$ cat src/hw/rtl/kmi_pkg.sv
package kmi_pkg;

  localparam logic CMD_LOAD  = 1'b0;
  localparam logic CMD_POINT = 1'b1;

  localparam logic KIND_ASSIGN   = 1'b0;
  localparam logic KIND_CENTROID = 1'b1;

  localparam int unsigned KW        = 7;   // holds k up to 127 clusters
  localparam int unsigned DIST_LAT  = 3;   // distance unit register stages
  localparam logic [4:0]  K_RESET   = 5'd4;

  typedef enum logic [2:0] {
    ST_IDLE,
    ST_SCAN,
    ST_EMIT,
    ST_MEAN_HEAD,
    ST_MEAN_DIV
  } kmi_state_e;

  typedef struct packed {
    logic              command;
    logic [3:0]        centroid_index;
    logic signed [15:0] coord_x;
    logic signed [15:0] coord_y;
    logic              last_point;
  } kmi_in_t;

  typedef struct packed {
    logic              result_kind;
    logic [3:0]        cluster_index;
    logic signed [23:0] mean_x;
    logic signed [23:0] mean_y;
    logic              last_result;
  } kmi_out_t;

endpackage

$ cat src/hw/rtl/kmi_div.sv
module kmi_div
  import kmi_pkg::*;
#(
  parameter int unsigned DW = 42,
  parameter int unsigned CW = 17
) (
  input  logic          clk_i,
  input  logic          rst_ni,
  input  logic          start_i,
  input  logic [DW-1:0] dividend_i,
  input  logic [CW-1:0] divisor_i,
  output logic          done_o,
  output logic [DW-1:0] quotient_o
);

  localparam int unsigned NW = $clog2(DW + 1);

  logic [CW-1:0] rem_q, dvs_q;
  logic [DW-1:0] quo_q;
  logic [NW-1:0] n_q;
  logic          run_q, done_q;
  logic [CW:0]   trial;
  logic          fits;

  assign trial = {rem_q, quo_q[DW-1]};
  assign fits  = trial >= {1'b0, dvs_q};

  always_ff @(posedge clk_i or negedge rst_ni) begin
    if (!rst_ni) begin
      run_q  <= 1'b0;
      done_q <= 1'b0;
      n_q    <= '0;
    end else begin
      done_q <= 1'b0;
      if (start_i) begin
        run_q <= 1'b1;
        n_q   <= '0;
      end else if (run_q) begin
        n_q <= n_q + 1'b1;
        if (n_q == NW'(DW - 1)) begin
          run_q  <= 1'b0;
          done_q <= 1'b1;
        end
      end
    end
  end

  always_ff @(posedge clk_i) begin
    if (start_i) begin
      rem_q <= '0;
      dvs_q <= divisor_i;
      quo_q <= dividend_i;
    end else if (run_q) begin
      rem_q <= fits ? CW'(trial - {1'b0, dvs_q}) : trial[CW-1:0];
      quo_q <= {quo_q[DW-2:0], fits};
    end
  end

  assign done_o     = done_q;
  assign quotient_o = quo_q;

endmodule

$ cat config.mk
export PLATFORM = sky130hd
export DESIGN_NAME = kmi_div
export DESIGN_NICKNAME = d
export VERILOG_FILES = /design/src/hw/rtl/kmi_pkg.sv /design/src/hw/rtl/kmi_div.sv
export SDC_FILE = /design/constraint.sdc
export NUM_CORES = 1
export LEC_CHECK = 0
export ABC_AREA = 0
export BUFFER_PORTS_ARGS = -buffer_cell sky130_fd_sc_hd__buf_2
export CORE_MARGIN = 2
export CORE_UTILIZATION = 50
export DETAILED_ROUTE_END_ITERATION = 7
export HOLD_SLACK_MARGIN = 0.03
export PLACE_DENSITY = 0.76
export SETUP_SLACK_MARGIN = 0.1
export SLEW_MARGIN = 25
export SYNTH_ARGS = -nofsm -noshare
export SYNTH_HDL_FRONTEND = slang
export SYNTH_SLANG_ARGS = --single-unit
$ cat constraint.sdc
create_clock -name clk_i -period 3.7 [get_ports clk_i]
set_input_delay 0 -clock clk_i [delete_from_list [all_inputs] [get_ports clk_i]]
set_output_delay 0 -clock clk_i [all_outputs]
set_load 0.005 [all_outputs]
==> implementation parameters <==
Parameter                              Value

Synth
  Post-Synth Adder-Cell Area    6.034%
  Syn Std Cell Area    0.004272 mm2
  Cell type contributing the most total cell area after synthesis    edfxtp_1
  Sequential-to-total area share from yosys stat    54.13%
  Gate count of the mapped netlist    354
  Ys Warns    0
  Complex-gate fraction of the synthesized area    12.21%
  Async set or reset register ratio after synthesis    9.524%
  Most area-consuming cells after synthesis    edfxtp_1, mux2_2, dfxtp_1, ha_1, dfrtp_1
  Simple-gate share of the synthesized area    7.645%
  Top FF cell, synth    edfxtp_1
  Xor/xnor share of the synthesized area    3.486%
  Synthesized net count    436
  Post-synthesis register bit count    84
  Post-synthesis mux area share    12.92%
  Mean area per synthesized cell    12.07 um2
  Main combinational cell family by area after synthesis    multiplexers
  Share of the synthesized area in the top cell type    41.48%
  Count of flip-flops with a built-in enable after synthesis    59
  Distinct cell type count after synthesis    48

GRT
  Via count of the first global-routing pass    3550
  Number of antenna violations at the first check in global routing    0
  GRT Total Usage    24.10%
  Wire length of the first global-routing pass    16.79 mm
  Overall overflow remaining after global route    0
  Pin count of the biggest net entering global routing    41

Clock network
  Total clock buffers created by CTS    9
  CTS root buf    clkbuf_8
  Setup Buffers After CTS    0
  CTS tree    done
  Post-CTS resize count    0
  Source-to-sink clock delay at the later pin of the worst-skew pair    360 ps
  Clock slew at reported path FFs    90 ps
  Hold buffer count at CTS    61
  Level count of the clock H-tree    3
  Number of sinks driven by the clock tree    84
  Maximum clock insertion buffer count    2

Floorplan
  Top-Level Pins    105
  Area enclosed by the die boundary    0.009299 mm2
  Core outline area    0.008258 mm2
  Effective utilization at floorplan    51.73%
  Floorplan die height    96.43 um
  X dimension of the die    96.43 um
  Row count    33

STA
  Endpoints failing hold    0
  RSZ-0062 raised after global routing    no
  Slew Limit Fails    0
  Fin Setup TNS    0 ps
  Transition time at the pin with the least slew margin    799.3 ps
  Max transition margin    46.60%
  Final worst path period need    2880 ps
  Final setup violation count    0
  Final worst-path cycle share    77.84%
  Top achievable clock speed    347.2 MHz
  Post-Route Skew    10.84 ps

Power and ir drop
  Fraction of power consumed by the clock network    30.0%
  Comb pwr share    18.4%
  Switching power of the nets    0.5755 mW
  PD cells    385.4 mW/mm2
  Maximum resistive drop on vdd    0.0003109 V
  Leak pwr    2.468 nW
  Sequential fraction of design power    51.7%
  Internal power summed over all cells    1.622 mW
  Switching portion of total power    26.19%

Layout
  Commonest non-fill, non-tap cells in the layout    buf_2, dlygate4sd3_1, edfxtp_1, mux2_2, nand2_1
  Ant. Diodes    0
  Most common cell after layout, fill and taps aside    buf_2
  Area Overhead vs Synth    33.48%
  Share of cells above drive strength 1    31.81%
  Post-route cell area    0.005702 mm2
  # nets final    602

Drt
  Count of routing violations after the opening detailed-route iteration    198
  Post-DR wirelength/cell    16.45 um
  Total DRC errors in the routed layout    0
  Per-cell via count in the routed design    5.456
  Detailed-router iteration count before antenna repair    4
  Routed Antenna Nets    0
  Via count of the routed design    3437
  Final Routed Wirelength    10.36 mm

Hold path
  Class of the worst hold path    in2reg

Placement
  Count of input and output buffers    104
  Area after DPL    0.004898 mm2
  Final RePlAce weighted congestion    0.9359
  Total half-perimeter wirelength after legalization and detailed placement    6.611 mm

Worst setup path
  Required time of the critical path    3990 ps
  Category of the most critical setup path    reg2reg
  Crit path launch type    flop
  Critical Path Fanout Max    16
  Critical path endpoint category    flop
  CP arrival    3170 ps

Job
  Maximum Capacitance Violations    0

Status
  Status    completed
[metal layers]
layer	global-route usage [%]	share of wire (%)
met5	0	0
met4	10.33	2.1
met3	6.672	6.6
met2	40.91	50
met1	28.76	41
[power groups by stage]
| stage | registers, mW | clock network [mW] | logic (mW) |
|---|---|---|---|
| finish | 1.14 | 0.659 | 0.403 |
| global route | 1.14 | 0.703 | 0.441 |
| CTS | 1.13 | 0.666 | 0.396 |
| detailed placement | 1.15 | 0 | 0.345 |
| global placement | 1.15 | 0 | 0.336 |
| floorplan | 1.15 | 0 | 0.214 |
[sequential cells by signal, indices dropped and copies added, names as in the netlist]
name,count
run_q,1
rem_q,17
done_o,1
quotient_o,42
n_q,6
dvs_q,17
[final cells by class]
type,instances,area [um2]
fillers,601,2556
flip-flops and latches,84,2312
multi-input cells,232,1807
repair buffers,171,1176
clock buffers,11,131.4
well taps,105,131.4
inverters,22,82.58
clock inverters,5,61.31
[critical path, stage by stage (launching register included)]
cell and delay (ps):
edfxtp_1 370, inv_1 50, ha_1 200, inv_1 70, fa_1 240, a211oi_2 110
o31ai_4 340, a211oi_1 130, o41a_1 440, buf_4 210, or4_1 540, o21ai_1 120
[synth_stat cells, types with 4 or more instances]
library cell,instances
ha_1,19
clkbuf_1,10
a32oi_1,7
a211oi_1,7
a21o_1,5
nand4_1,4
o31ai_1,6
o21ai_0,14
dfrtp_1,8
a21oi_1,19
dfxtp_1,17
xor2_1,6
inv_1,22
nor2_1,21
edfxtp_1,59
mux2i_1,9
xnor2_1,11
nor3_1,4
nand2_1,23
mux2_2,41
[kinds of logic after synthesis]
kind of cell,Yosys count
buffers and inverters,38
adders and majority gates,20
xor gates and xnor gates,17
and+or+nand+nor,70
DFF,84
muxes,50
AOI/OAI and AO/OA,75
[path summary, 6_finish.rpt]
path                       slack, ps           start  cells past startpoint   endpoint
max                              820  quotient_o[41]                     11  rem_q[13]
min                              270         start_i                      1   dvs_q[6]
max reg2reg                      820  quotient_o[41]                     11  rem_q[13]
min reg2reg                      490        rem_q[4]                      2   rem_q[4]
max in group asynchronous       2810          rst_ni                      3     n_q[5]
min in group asynchronous        610          rst_ni                      3     n_q[4]
[metrics by stage]
step | hold WS (ps) | power, mW | instances | util, % | worst slack (ps)
floorplan | -295.6 | 1.363 | 354 | - | 1038
global placement | -149.6 | 1.484 | 553 | 59.32 | 932.5
detailed placement | -149.3 | 1.496 | 553 | 59.32 | 838.4
CTS | 245.0 | 2.194 | 630 | 69.05 | 824.9
global route | 275.4 | 2.289 | 630 | 69.05 | 663.3
finish | 265.2 | 2.197 | 630 | 69.05 | 819.8
Note: power is estimated with default switching activity, not from simulation.
