`src/hw/rtl/kmi_pkg.sv`:
```
package kmi_pkg;

  localparam logic CMD_LOAD  = 1'b0;
  localparam logic CMD_POINT = 1'b1;

  localparam logic KIND_ASSIGN   = 1'b0;
  localparam logic KIND_CENTROID = 1'b1;

  localparam int unsigned KW        = 7;   // holds k up to 127 clusters
  localparam int unsigned DIST_LAT  = 3;   // distance unit register stages
  localparam logic [4:0]  K_RESET   = 5'd4;

  typedef enum logic [2:0] {
    ST_IDLE,
    ST_SCAN,
    ST_EMIT,
    ST_MEAN_HEAD,
    ST_MEAN_DIV
  } kmi_state_e;

  typedef struct packed {
    logic              command;
    logic [3:0]        centroid_index;
    logic signed [15:0] coord_x;
    logic signed [15:0] coord_y;
    logic              last_point;
  } kmi_in_t;

  typedef struct packed {
    logic              result_kind;
    logic [3:0]        cluster_index;
    logic signed [23:0] mean_x;
    logic signed [23:0] mean_y;
    logic              last_result;
  } kmi_out_t;

endpackage

```
`src/hw/rtl/kmi_dist.sv`:
```
module kmi_dist
  import kmi_pkg::*;
#(
  parameter int unsigned IW = 4
) (
  input  logic                clk_i,
  input  logic                rst_ni,
  input  logic                clear_i,
  input  logic                valid_i,
  input  logic [IW-1:0]       idx_i,
  input  logic signed [15:0]  px_i,
  input  logic signed [15:0]  py_i,
  input  logic signed [23:0]  cx_i,
  input  logic signed [23:0]  cy_i,
  output logic [IW-1:0]       best_idx_o
);

  logic               v1_q, v2_q, v3_q;
  logic [IW-1:0]      i1_q, i2_q, i3_q;
  logic signed [24:0] dx_q, dy_q;
  logic [48:0]        sqx_q, sqy_q;
  logic [49:0]        d_q;
  logic signed [49:0] prodx, prody;
  logic [49:0]        best_d_q;
  logic [IW-1:0]      best_idx_q;
  logic               best_v_q;

  assign prodx = dx_q * dx_q;
  assign prody = dy_q * dy_q;

  always_ff @(posedge clk_i or negedge rst_ni) begin
    if (!rst_ni) begin
      v1_q     <= 1'b0;
      v2_q     <= 1'b0;
      v3_q     <= 1'b0;
      best_v_q <= 1'b0;
    end else begin
      v1_q <= valid_i;
      v2_q <= v1_q;
      v3_q <= v2_q;
      if (clear_i) begin
        best_v_q <= 1'b0;
      end else if (v3_q) begin
        best_v_q <= 1'b1;
      end
    end
  end

  always_ff @(posedge clk_i) begin
    i1_q  <= idx_i;
    dx_q  <= {px_i[15], px_i, 8'h00} - {cx_i[23], cx_i};
    dy_q  <= {py_i[15], py_i, 8'h00} - {cy_i[23], cy_i};
    i2_q  <= i1_q;
    sqx_q <= prodx[48:0];
    sqy_q <= prody[48:0];
    i3_q  <= i2_q;
    d_q   <= {1'b0, sqx_q} + {1'b0, sqy_q};
    // strict less-than keeps the lowest index on a tie
    if (v3_q && (!best_v_q || d_q < best_d_q)) begin
      best_d_q   <= d_q;
      best_idx_q <= i3_q;
    end
  end

  assign best_idx_o = best_idx_q;

endmodule

```
`config.mk`:
```
export PLATFORM = sky130hd
export DESIGN_NAME = kmi_dist
export DESIGN_NICKNAME = d
export VERILOG_FILES = /design/src/hw/rtl/kmi_pkg.sv /design/src/hw/rtl/kmi_dist.sv
export SDC_FILE = /design/constraint.sdc
export NUM_CORES = 2
export LEC_CHECK = 0
export BUFFER_PORTS_ARGS = -buffer_cell sky130_fd_sc_hd__buf_2
export CORE_AREA = 2 2 327 329
export DETAILED_ROUTE_END_ITERATION = 7
export DIE_AREA = 0 0 329 331
export GPL_TIMING_DRIVEN = 1
export PLACE_DENSITY = 0.65
export SYNTH_ARGS = -nofsm -noshare
export SYNTH_HDL_FRONTEND = slang
export SYNTH_SLANG_ARGS = --single-unit
```
`constraint.sdc`:
```
create_clock -name clk_i -period 9.8 [get_ports clk_i]
set_input_delay 1.47 -clock clk_i [delete_from_list [all_inputs] [get_ports clk_i]]
set_output_delay 1.47 -clock clk_i [all_outputs]
set_load 0.05 [all_outputs]
```
==> flow_metrics.py <==
metrics = {
    "run_status": {
        "status": "finished, final reports clean",
    },
    "logic_synthesis": {
        "synth-main-ff-cell": "dfxtp_1",
        "synth_fp_nets": 7074,
        "async_reset_ff_share_pct": 1.504,
        "yosys_warnings": 0,
        "yosysSeqAreaShare_pct": 11.27,
        "synth_area_um2": 52220,
        "avgSynthCellArea_um2": 9.748,
        "yosysUniqueCellTypes": 87,
        "ys_ff_latch": 266,
        "synthCells": 5357,
        "synth_edf_count": 54,
    },
    "critical_path": {
        "critical_path.max_fanout": 21,
        "cp_cell_sequence": "inv_1 -> nor2_1 -> fa_1 -> fa_1 -> fa_1 -> inv_1 -> fa_1 -> inv_1 -> fa_1 -> fa_1 -> inv_1 -> fa_1 -> inv_1 -> ha_1 -> and4_4 -> nand2b_1 -> or3_1 -> a31oi_1 -> nor3_1 -> o211ai_1 -> a21oi_1 -> o211ai_1 -> xor2_1",
        "crit_family": "adder cells",
        "cp.required_ps": 10320,
        "regToRegSetupSlack_ps": 1900,
        "end_kind": "flip-flop",
        "critPathKind": "flip-flop to flip-flop",
        "max_stage_delay_ps": 900,
        "critical_path_arrival_ps": 8420,
        "cp_common_cell": "fa_1",
        "startpoint_type": "flip-flop",
        "crit_buf_inv": 5,
        "critPathSlowestCell": "dfxtp_1",
    },
    "routing": {
        "dr.first_iter.drc_count": 1821,
        "routed_wl_um": 112800,
        "drtAntennaViolNets": 0,
        "drc": 0,
        "vias": 34548,
        "first_pass_iters": 7,
        "post_drt_via_cell_ratio": 5.062,
        "wl_per_cell_um": 16.53,
    },
    "clock_tree": {
        "cts_hold_buf": 0,
        "cts_setup_buffers": 0,
        "clk_latency_ps": 590,
        "cts_buffers": 37,
        "cts_resized": 0,
        "cts-root-buf": "clkbuf_16",
        "path_clk_slew_ps": 60,
        "clock_path_buffers": 3,
        "cts_tree": "built",
        "clock-sinks": 266,
        "cts-htree-levels": 2,
    },
    "floorplan": {
        "ios": 92,
        "core_area_um2": 105000,
        "die_w_um": 329,
        "num_rows": 119,
        "die_area_um2": 108900,
        "start_util_pct": 49.75,
        "die_y_um": 331,
    },
    "global_routing": {
        "grt_max_degree": 55,
        "grt_pass1_wl_um": 193300,
        "overflow": 0,
        "grt_antenna_before_repair": 0,
        "grt_pass1_vias": 38397,
        "grt_use_total_pct": 22.36,
    },
    "final_layout": {
        "final_cells": 6825,
        "drive_gt1_share_pct": 4.527,
        "area_delta_synth_final_pct": 6.400,
        "final_net_count": 7123,
        "n_antenna_cell": 0,
    },
    "sta": {
        "drv_slew": 0,
        "fmax_mhz": 126.6,
        "skew_ps": 39.53,
        "finalHoldViolCount": 0,
        "tightest_slew_ps": 1303,
        "timing.hold.ws_ps": 320.5,
        "grt_setup_unrepaired": "no",
        "min_period_ps": 7902,
        "setup_viol": 0,
        "relSlewSlack_pct": 12.03,
        "timing.final.crit_share_pct": 80.63,
        "fin_setup_tns_ps": 0,
    },
    "job": {
        "maxCapViolations": 0,
    },
    "placement": {
        "placedCellCount": 6758,
        "place_congestion": 0.8791,
        "io_buffer_count": 91,
        "hpwl_um": 95540,
    },
    "worst_hold_path": {
        "min_path_type": "flip-flop to flip-flop",
    },
}
-- sequential cells by signal, summed over array words and instances (netlist names), 4 cells and up --
name / cells
best_d_q: 50
best_idx_o: 4
d_q: 50
dx_q: 25
dy_q: 25
i1_q: 4
i2_q: 4
i3_q: 4
sqx_q: 48
sqy_q: 48
-- synth_stat cells, drive strengths merged, types with 27 or more instances --
cell type / count / area (um^2)
a21o: 118 / 887.1
a21oi: 158 / 813.3
and2: 251 / 1570
clkbuf: 131 / 491.7
dfxtp: 208 / 4164
edfxtp: 54 / 1622
fa: 1196 / 23940
ha: 433 / 5418
inv: 1527 / 5732
nand2: 434 / 1629
nand3: 32 / 160.2
nand4: 27 / 168.9
nor2: 124 / 465.5
nor2b: 51 / 319.1
nor3: 30 / 155.1
o21ai: 89 / 445.4
xnor2: 152 / 1331
xor2: 66 / 578.1
-- area by class of cell --
| class | instances | area, um^2 |
|---|---|---|
| Tap cell | 1391 | 1740 |
| Fill cell | 9624 | 49410 |
| Inverter | 1527 | 5732 |
| Sequential cell | 266 | 5886 |
| Clock inverter | 17 | 232.7 |
| Timing Repair Buffer | 143 | 845.8 |
| Multi-Input combinational cell | 3431 | 40110 |
| Clock buffer | 50 | 1016 |
-- logic make-up (layout without fill, tap and decap cells) --
group	after synthesis	count (layout)	share of synthesized area, %
AOI/OAI and AO/OA	532	532	6.996
xor gates and xnor gates	218	218	3.656
adders and majority gates	1629	1629	56.22
buffers and inverters	1660	1737	11.93
DFF	266	266	11.27
muxes	3	3	0.05751
and+or+nand+nor	1049	1049	9.860
-- worst reg2reg max path, delay by kind of cell, from the launching register on --
family	cells	cell delay, ps
compound gates	4	970
xor+xnor	1	160
fa+ha+maj	8	3830
buf+inv	5	740
flops	1	900
simple gates	5	1220
-- cells in the final DEF (no fill, tap or decap), drive strengths merged, types with 12 or more instances in the layout --
master	synthesis	layout
ha	433	433
o211ai	13	13
a211oi	15	15
nor3	30	30
xnor2	152	152
clkbuf	131	50
buf	2	143
a21oi	158	158
and3	19	19
o21a	17	17
nor2b	51	51
nand2	434	434
nor4	12	12
o21bai	20	20
a21o	118	118
a31oi	24	24
xor2	66	66
nor2	124	124
inv	1527	1530
edfxtp	54	54
nand4	27	27
nand2b	24	24
fa	1196	1196
dfxtp	208	208
and2	251	251
nand3	32	32
o21ai	89	89
-- per-stage QoR --
| stage | utilization, % | area (um^2) | setup WS, ps |
|---|---|---|---|
| finish | 52.93 | 55560 | 1898 |
| CTS | 52.93 | 55560 | 1916 |
| detailed placement | 51.74 | 54310 | 1947 |
| global placement | 51.74 | 54310 | 1981 |
| floorplan | - | 52220 | 2667 |
| global route | 52.93 | 55560 | 1517 |
-- final timing paths --
kind	from	cells past startpoint	endpoint
min	i1_q[3]	0	i2_q[3]
min reg2reg	i1_q[3]	0	i2_q[3]
max	dx_q[9]	23	sqx_q[47]
max in group asynchronous	rst_ni	1	best_v_q
max reg2reg	dx_q[9]	23	sqx_q[47]
min in group asynchronous	rst_ni	1	v1_q
-- metal layers --
| metal | track usage [%] | share of wire, % | vias up | routed length (um) |
|---|---|---|---|---|
| met2 | 40.26 | 52 | 632 | 59240 |
| met1 | 28.82 | 41 | 17675 | 46220 |
| li1 | - | - | 16069 | - |
| met3 | 2.186 | 4.0 | 172 | 4539 |
| met4 | 5.966 | 2.5 | 0 | 2844 |
| met5 | 0 | 0 | - | 0 |
Power is not shown: default switching activity piles up to over one toggle a cycle in this logic, so the estimate is an artifact.
