`src/hw/rtl/kmi_pkg.sv`:
```
package kmi_pkg;

  localparam logic CMD_LOAD  = 1'b0;
  localparam logic CMD_POINT = 1'b1;

  localparam logic KIND_ASSIGN   = 1'b0;
  localparam logic KIND_CENTROID = 1'b1;

  localparam int unsigned KW        = 7;   // holds k up to 127 clusters
  localparam int unsigned DIST_LAT  = 3;   // distance unit register stages
  localparam logic [4:0]  K_RESET   = 5'd4;

  typedef enum logic [2:0] {
    ST_IDLE,
    ST_SCAN,
    ST_EMIT,
    ST_MEAN_HEAD,
    ST_MEAN_DIV
  } kmi_state_e;

  typedef struct packed {
    logic              command;
    logic [3:0]        centroid_index;
    logic signed [15:0] coord_x;
    logic signed [15:0] coord_y;
    logic              last_point;
  } kmi_in_t;

  typedef struct packed {
    logic              result_kind;
    logic [3:0]        cluster_index;
    logic signed [23:0] mean_x;
    logic signed [23:0] mean_y;
    logic              last_result;
  } kmi_out_t;

endpackage

```
`src/hw/rtl/kmi_cell.sv`:
```
module kmi_cell
  import kmi_pkg::*;
#(
  parameter int unsigned SW = 34,
  parameter int unsigned CW = 17
) (
  input  logic                 clk_i,
  input  logic                 rst_ni,
  input  logic                 shift_i,
  input  logic                 load_i,
  input  logic signed [23:0]   load_x_i,
  input  logic signed [23:0]   load_y_i,
  input  logic signed [23:0]   cx_i,
  input  logic signed [23:0]   cy_i,
  input  logic signed [SW-1:0] sx_i,
  input  logic signed [SW-1:0] sy_i,
  input  logic [CW-1:0]        cnt_i,
  output logic signed [23:0]   cx_o,
  output logic signed [23:0]   cy_o,
  output logic signed [SW-1:0] sx_o,
  output logic signed [SW-1:0] sy_o,
  output logic [CW-1:0]        cnt_o
);

  logic signed [23:0]   cx_q, cy_q;
  logic signed [SW-1:0] sx_q, sy_q;
  logic [CW-1:0]        cnt_q;

  always_ff @(posedge clk_i or negedge rst_ni) begin
    if (!rst_ni) begin
      cx_q  <= '0;
      cy_q  <= '0;
      sx_q  <= '0;
      sy_q  <= '0;
      cnt_q <= '0;
    end else if (shift_i) begin
      cx_q  <= cx_i;
      cy_q  <= cy_i;
      sx_q  <= sx_i;
      sy_q  <= sy_i;
      cnt_q <= cnt_i;
    end else if (load_i) begin
      cx_q <= load_x_i;
      cy_q <= load_y_i;
    end
  end

  assign cx_o  = cx_q;
  assign cy_o  = cy_q;
  assign sx_o  = sx_q;
  assign sy_o  = sy_q;
  assign cnt_o = cnt_q;

endmodule

```
`config.mk`:
```
export PLATFORM = sky130hd
export DESIGN_NAME = kmi_cell
export DESIGN_NICKNAME = d
export VERILOG_FILES = /design/src/hw/rtl/kmi_pkg.sv /design/src/hw/rtl/kmi_cell.sv
export SDC_FILE = /design/constraint.sdc
export NUM_CORES = 1
export LEC_CHECK = 0
export ABC_AREA = 1
export BUFFER_PORTS_ARGS = -buffer_cell sky130_fd_sc_hd__clkbuf_2
export CAP_MARGIN = 20
export CORE_ASPECT_RATIO = 1.2
export CORE_MARGIN = 4
export CORE_UTILIZATION = 39
export DETAILED_ROUTE_END_ITERATION = 16
export GPL_TIMING_DRIVEN = 0
export MAX_ROUTING_LAYER = met4
export PLACE_DENSITY = 0.76
export SLEW_MARGIN = 5
export SYNTH_ARGS = -nofsm -noshare
export SYNTH_HDL_FRONTEND = slang
export SYNTH_SLANG_ARGS = --single-unit
```
`constraint.sdc`:
```
create_clock -name clk_i -period 0.8 [get_ports clk_i]
set_clock_uncertainty 0.15 [all_clocks]
set_input_delay 0.08 -clock clk_i [delete_from_list [all_inputs] [get_ports clk_i]]
set_output_delay 0.08 -clock clk_i [all_outputs]
set_load 0.05 [all_outputs]
```
==> results.md, run 1 <==
- Root Driver: clkbuf_16
- Number of max-cap violations: 0
- Total GRT Usage: between 30% and 40%
- CP Cell Sequence: buf_8
- Core ar.: around 13000 um2
- Total Power: between 20 and 25 mW
- Power Density: 2010 nW/um2
- Crit path capture type: primary output
- Synth area leaders: dfrtp_1 (61%), nand2_1 (24%), nand3_1 (8.9%), buf_6 (2.3%), buf_2 (1.9%)
- Row count: 46
- Status: complete, but fails checks
- Hold Crit Class: primary input to async pin
- Antenna violations before repair: 7
- Failing checks: negative hold slack, negative setup slack
- RePlAce Congestion: between 0.8 and 0.9
- Max Clock Freq: between 700 and 800 MHz
- Clock transition at path regs: ~60 ps
- Final core occ: 89.4%
- Initial DRC count: between 600 and 700
- Required time worst endpoint: between 500 and 600 ps
- Placed Cells: roughly 1100
- Final setup fails: around 250
- Die ar.: roughly 16000 um2
- Leak: 6.01 nW
- Final cell count without fillers: between 1000 and 1500
- Largest net degree at the start of global routing: 70
- Crit path time final: 1300 ps
- Critical path buffers and inverters: 1
- Vias: 7540
- Fin Hold WS: -489 ps
- Cell Area, Synth: between 5000 and 6000 um2
- Nets: between 1000 and 1500
- Dpl hpwl: approximately 14 mm
- FF-to-FF path depth: 4
- #FFs+latches synth: 133
- Slew Limit Fails: 0
- # port buffers: between 300 and 400
- Die Wd: 116 um
- Vias per inst: 5.58
- Clock Sinks: 133
- Syn nets: about 810
- Max stage delay on crit path: ~500 ps
- Drt total wl: between 30 and 40 mm
- Post-Synthesis Cells: between 600 and 700
- Worst Max-Slew Pin Slew: roughly 570 ps
- Unrepaired setup endpoints after global routing: true
- Biggest area consumer among synthesized cells: dfrtp_1
- Synth unique cells: 9
- Final Cycle Share: 162%
- YS warnings: 0
- DRC: 0
- Die Y: 137 um
- Post-synthesis sequential area ratio: roughly 60%
- TritonCTS clock tree: yes
- Area Overhead vs Synth: 121%
- Clock Tree Buf Depth: 2
- CP startpoint kind: flop
- GRT overflow: 0
- Worst path top cell family by delay: flip-flops
- CP max stage cell: dfrtp_2
- Num CTS Buffers: 17
- Post-synth top area share: between 60% and 70%
- Crit path kind: flop to primary output
- Initial Utilization: between 40% and 50%
- Hold-fix buffers at CTS: between 150 and 200
- Setup ws final: -498 ps
- First-pass GRT wire length: 40.8 mm
- ANT nets after route: 0
- Htree depth: 4
- Count of final hold-check violations: 133
- Layout cells sized above 1: about three fifths
- Worst flop-to-flop path startpoint: cx_o[22]
- Reg-to-Reg End: cx_o[22]
- Drt pass-1 iters: 6
- Setup tns final: -63880 ps
- I/O pins: around 320
- Vias in the first global route: just under 8000
- Worst slew margin: a little over 60%
- Max rail drop VDD: 1430 uV
- Worst EP arrival: between 1000 and 1500 ps
- Worst-skew pair later-pin latency: around 400 ps
- Syn Area/Cell: 8.72 um2
- Flop2flop setup slack: -320 ps
- Worst-path fanout max: 2
- DR WL/cell: around 25 um
-- synthesized netlist by cell type, drive strengths merged --
master and n:
inv 1, nor2 1, buf 36, dfrtp 133
nand2 351, nand3 96, clkbuf 3
-- through the flow --
| step | setup slack, ps | instance area, um2 |
|---|---|---|
| global placement | -2970 | 7380 |
| CTS | -465 | 11000 |
| finish | -498 | 12000 |
| floorplan | -120 | 5590 |
| global route | -516 | 12000 |
| detailed placement | -331 | 7420 |
-- sequential cells by signal (all words and copies together) (netlist names) --
register and cells:
cx_o 24, sx_o 34, sy_o 34, cy_o 24
cnt_o 17
-- cells in the final DEF, fill, tap and decap left out, drive strengths merged --
cell / instances
clkinv: 4
clkbuf: 207
clkinvlp: 3
bufinv: 3
nor2: 1
nand2: 351
nand3: 96
dlygate4sd3: 181
diode: 9
inv: 3
buf: 193
dfrtp: 133
-- timing repair --
action	CTS	global route
buffers inserted	2	23
pin swaps	0	9
resized for setup	270	309
hold endpoints to repair	223	64
endpoints found under the setup margin	136	243
-- layout make-up --
type | instances | area (um2)
tap | 168 | 210
clock inverter | 12 | 154
inverter | 1 | 6.26
sequential | 133 | 3490
clock buffer | 19 | 443
timing repair buffer | 523 | 5050
multi-input combinational | 448 | 2320
buffer | 39 | 278
antenna | 9 | 22.5
fill | 505 | 1430
-- worst max-delay path by stage --
| stage | start | end | slack [ps] | depth (start not counted) |
|---|---|---|---|---|
| after floorplan | cx_o[0] | cx_o[0] | -120 | 2 |
| after global placement | rst_ni | cx_o[8] | -2970 | 1 |
| after detailed placement | shift_i | sy_o[21] | -330 | 5 |
| after CTS | sy_o[4] | sy_o[4] | -460 | 1 |
| after global routing | sy_o[4] | sy_o[4] | -520 | 1 |
| final | sy_o[4] | sy_o[4] | -500 | 1 |
-- kinds of logic after synthesis --
family,share of synthesized area (%)
and+or+nand+nor,33.4
DFF,61.5
buffers and inverters,5.11
-- layer usage --
layer  part of all wire (%)  global-route usage [%]  vias to the layer above  routed length (um)
met5                      0                       -                        -                   0
met4                    8.2                    23.1                        0                2750
met3                    9.8                    8.67                      219                3290
met2                     50                    61.4                      663               17000
met1                     32                    33.9                     3617               10600
li1                       -                       -                     3041                   -
-- where the power goes --
part           leakage, nW  total (mW)  switching, mW  internal (mW)
clock                0.286        8.22           3.23           4.99
combinational         4.26        7.68           4.38           3.30
sequential            1.47        8.25          0.787           7.46
(Power assumes the default switching activity.)
==> run 2: changes to the inputs <==
- BUFFER_PORTS_ARGS: -buffer_cell sky130_fd_sc_hd__clkbuf_2 -> -buffer_cell sky130_fd_sc_hd__buf_2
- CORE_ASPECT_RATIO: 1.2 -> default
- CORE_UTILIZATION: 39 -> 41
- CTS_BUF_LIST: default -> sky130_fd_sc_hd__clkbuf_4
- PLACE_DENSITY: 0.76 -> 0.79
==> results.md, run 2 (synthesis gave the netlist of run 1 again) <==
- Hold Crit Class: primary input to async pin
- Clock transition at path regs: 140 ps (+80 ps)
- Multi-input gate area: 2220 um2 (-4.3%)
- Root Driver: clkbuf_4
- Vias in the first global route: 7580 (-2.3%)
- Filler cell count: 503 (-0.40%)
- Most frequent cells in the layout: nand2_1 (255), buf_2 (203), buf_6 (181), dlygate4sd3_1 (181), dfrtp_2 (133)
- ANT nets after route: 0 (unchanged)
- RePlAce Congestion: 0.824 (-1.7%)
- Logic pwr share: 36.5% (+4.7 points)
- Required time worst endpoint: 570 ps (about the same)
- Placed cell area: 7420 um2 (about the same)
- Power Density: 1780 nW/um2 (-12%)
- Max stage delay on crit path: 470 ps (-20 ps)
- Design area: 11200 um2 (-6.7%)
- Htree depth: 4 (unchanged)
- Drt total wl: 32.8 mm (-2.3%)
- Num CTS Buffers: 17 (unchanged)
- Clock Sinks: 133 (unchanged)
- Worst slew margin: 63.3% (+1.3 points)
- Row count: 41 (-11%)
- Drt pass-1 iters: 6 (unchanged)
- Sw Share: 38.3% (+3.5 points)
- DR WL/cell: 24.0 um (-3.3%)
- Final cell count without fillers: 1365 (+0.96%)
- Initial Utilization: 42.4% (+2.0 points)
- CP max stage cell: dfrtp_2
- Status: complete, but fails checks
- Leak: 5.68 nW (-5.5%)
- Cell depth of the worst setup path: 1 (unchanged)
- Hold-fix buffers at CTS: 181 (unchanged)
- Nets: 1361 (+0.96%)
- Vias: 7796 (+3.4%)
- Total GRT Usage: 36.6% (+1.6 points)
- Worst Max-Slew Pin Slew: 550 ps (-19.5 ps)
- Crit path capture type: primary output
- Fin Hold WS: -693 ps (-203 ps)
- Flop2flop setup slack: -260 ps (+60 ps)
- Internal power: 12.3 mW (-22%)
- Count of final hold-check violations: 180 (+35%)
- Worst EP arrival: 1230 ps (+160 ps)
- Die Y: 123 um (-10%)
- Total Power: 19.9 mW (-18%)
- Die ar.: 15100 um2 (-4.6%)
- Max rail drop VDD: 1260 uV (-12%)
- Setup tns final: -88200 ps (-24320 ps)
- Worst path top cell family by delay: flip-flops
- Crit path time final: 1460 ps (+160 ps)
- NetSw: 7.62 mW (-9.2%)
- Max Clock Freq: 686 MHz (-11%)
- Die Wd: 123 um (+6.4%)
- CP startpoint kind: flop
- Number of max-cap violations: 0 (unchanged)
- Clock group share of total power: 22.7% (-11 points)
- Antenna violations before repair: 3 (-4)
- FF-to-FF path depth: 4 (unchanged)
- Clock Tree Buf Depth: 2 (unchanged)
- DRC: 0 (unchanged)
- First-pass GRT wire length: 40.4 mm (-1.1%)
- Setup slack at placement: -287 ps (+44.1 ps)
- Commonest non-fill, non-tap cell in the layout: nand2_1
- Largest net degree at the start of global routing: 80 (+14%)
- Core ar.: 12800 um2 (-4.7%)
- Area Overhead vs Synth: 106%
- FF/Latch Area: 3490 um2 (unchanged)
- I/O pins: 318 (unchanged)
- Worst-path fanout max: 2 (unchanged)
- Initial DRC count: 862 (+36%)
- Sequential Power Share: 40.9% (+6.7 points)
- Final Cycle Share: 182% (+20 points)
- Worst-skew pair later-pin latency: 560 ps (+160 ps)
- Critical path buffers and inverters: 1 (unchanged)
- # port buffers: 316 (unchanged)
- Crit path kind: flop to primary output
- Layout cells sized above 1: 56.3% (-2.1 points)
- Failing checks: negative hold slack, negative setup slack
- GRT overflow: 0 (unchanged)
- Placed Cells: 1110 (+0.36%)
- TritonCTS clock tree: yes
- Setup ws final: -658 ps (-160 ps)
- Vias per inst: 5.71 (+2.4%)
- Unrepaired setup endpoints after global routing: true
- Final setup fails: 251 (-1.2%)
- Dpl hpwl: 14.0 mm (+2.9%)
- CP Cell Sequence: buf_6
- Slew Limit Fails: 0 (unchanged)
run 2: cell type report:
cell class | instances | share of cell area (%)
timing repair buffer | 536 | 42.1
sequential | 133 | 31.3
multi-input combinational | 448 | 19.9
buffer | 39 | 2.49
tap | 172 | 1.93
clock buffer | 21 | 1.41
clock inverter | 8 | 0.772
antenna | 7 | 0.157
inverter | 1 | 0.0560
run 2: power groups by stage:
stage / combinational (mW) / clock, mW / sequential (mW)
floorplan: 0.880 / 0 / 10.1
global placement: 4.62 / 0 / 7.86
detailed placement: 4.68 / 0 / 7.87
CTS: 6.26 / 4.29 / 7.91
global route: 7.47 / 4.82 / 8.16
finish: 7.25 / 4.51 / 8.13
run 2: worst paths after layout:
path	end	start
max	cy_o[18]	cy_o[18]
min	sy_o[27]	rst_ni
max reg2reg	cnt_o[12]	cnt_o[12]
min reg2reg	sy_o[13]	sy_o[13]
max in group asynchronous	sx_o[27]	rst_ni
min in group clk_i	cnt_o[5]	shift_i
run 2: per-layer routing:
layer	vias to the layer above	routed length, um	GRT usage, %
met4	0	2670	24.5
met3	276	3920	9.56
met2	832	16100	60.5
met1	3623	10200	38.6
met5	-	0	-
li1	3065	-	-
run 2: what timing repair did:
item / CTS / global route
endpoints found under the hold margin: 266 / 189
resized for setup: 284 / 158
endpoints found under the setup margin: 141 / 250
pin swaps: 1 / 13
buffers inserted: 12 / 34
run 2: stage by stage:
| stage | util, % | hold slack [ps] |
|---|---|---|
| global placement | 57.8 | 131 |
| detailed placement | 58.1 | -68.1 |
| finish | 87.5 | -693 |
| floorplan | - | -366 |
| CTS | 81.9 | -682 |
| global route | 87.4 | -693 |
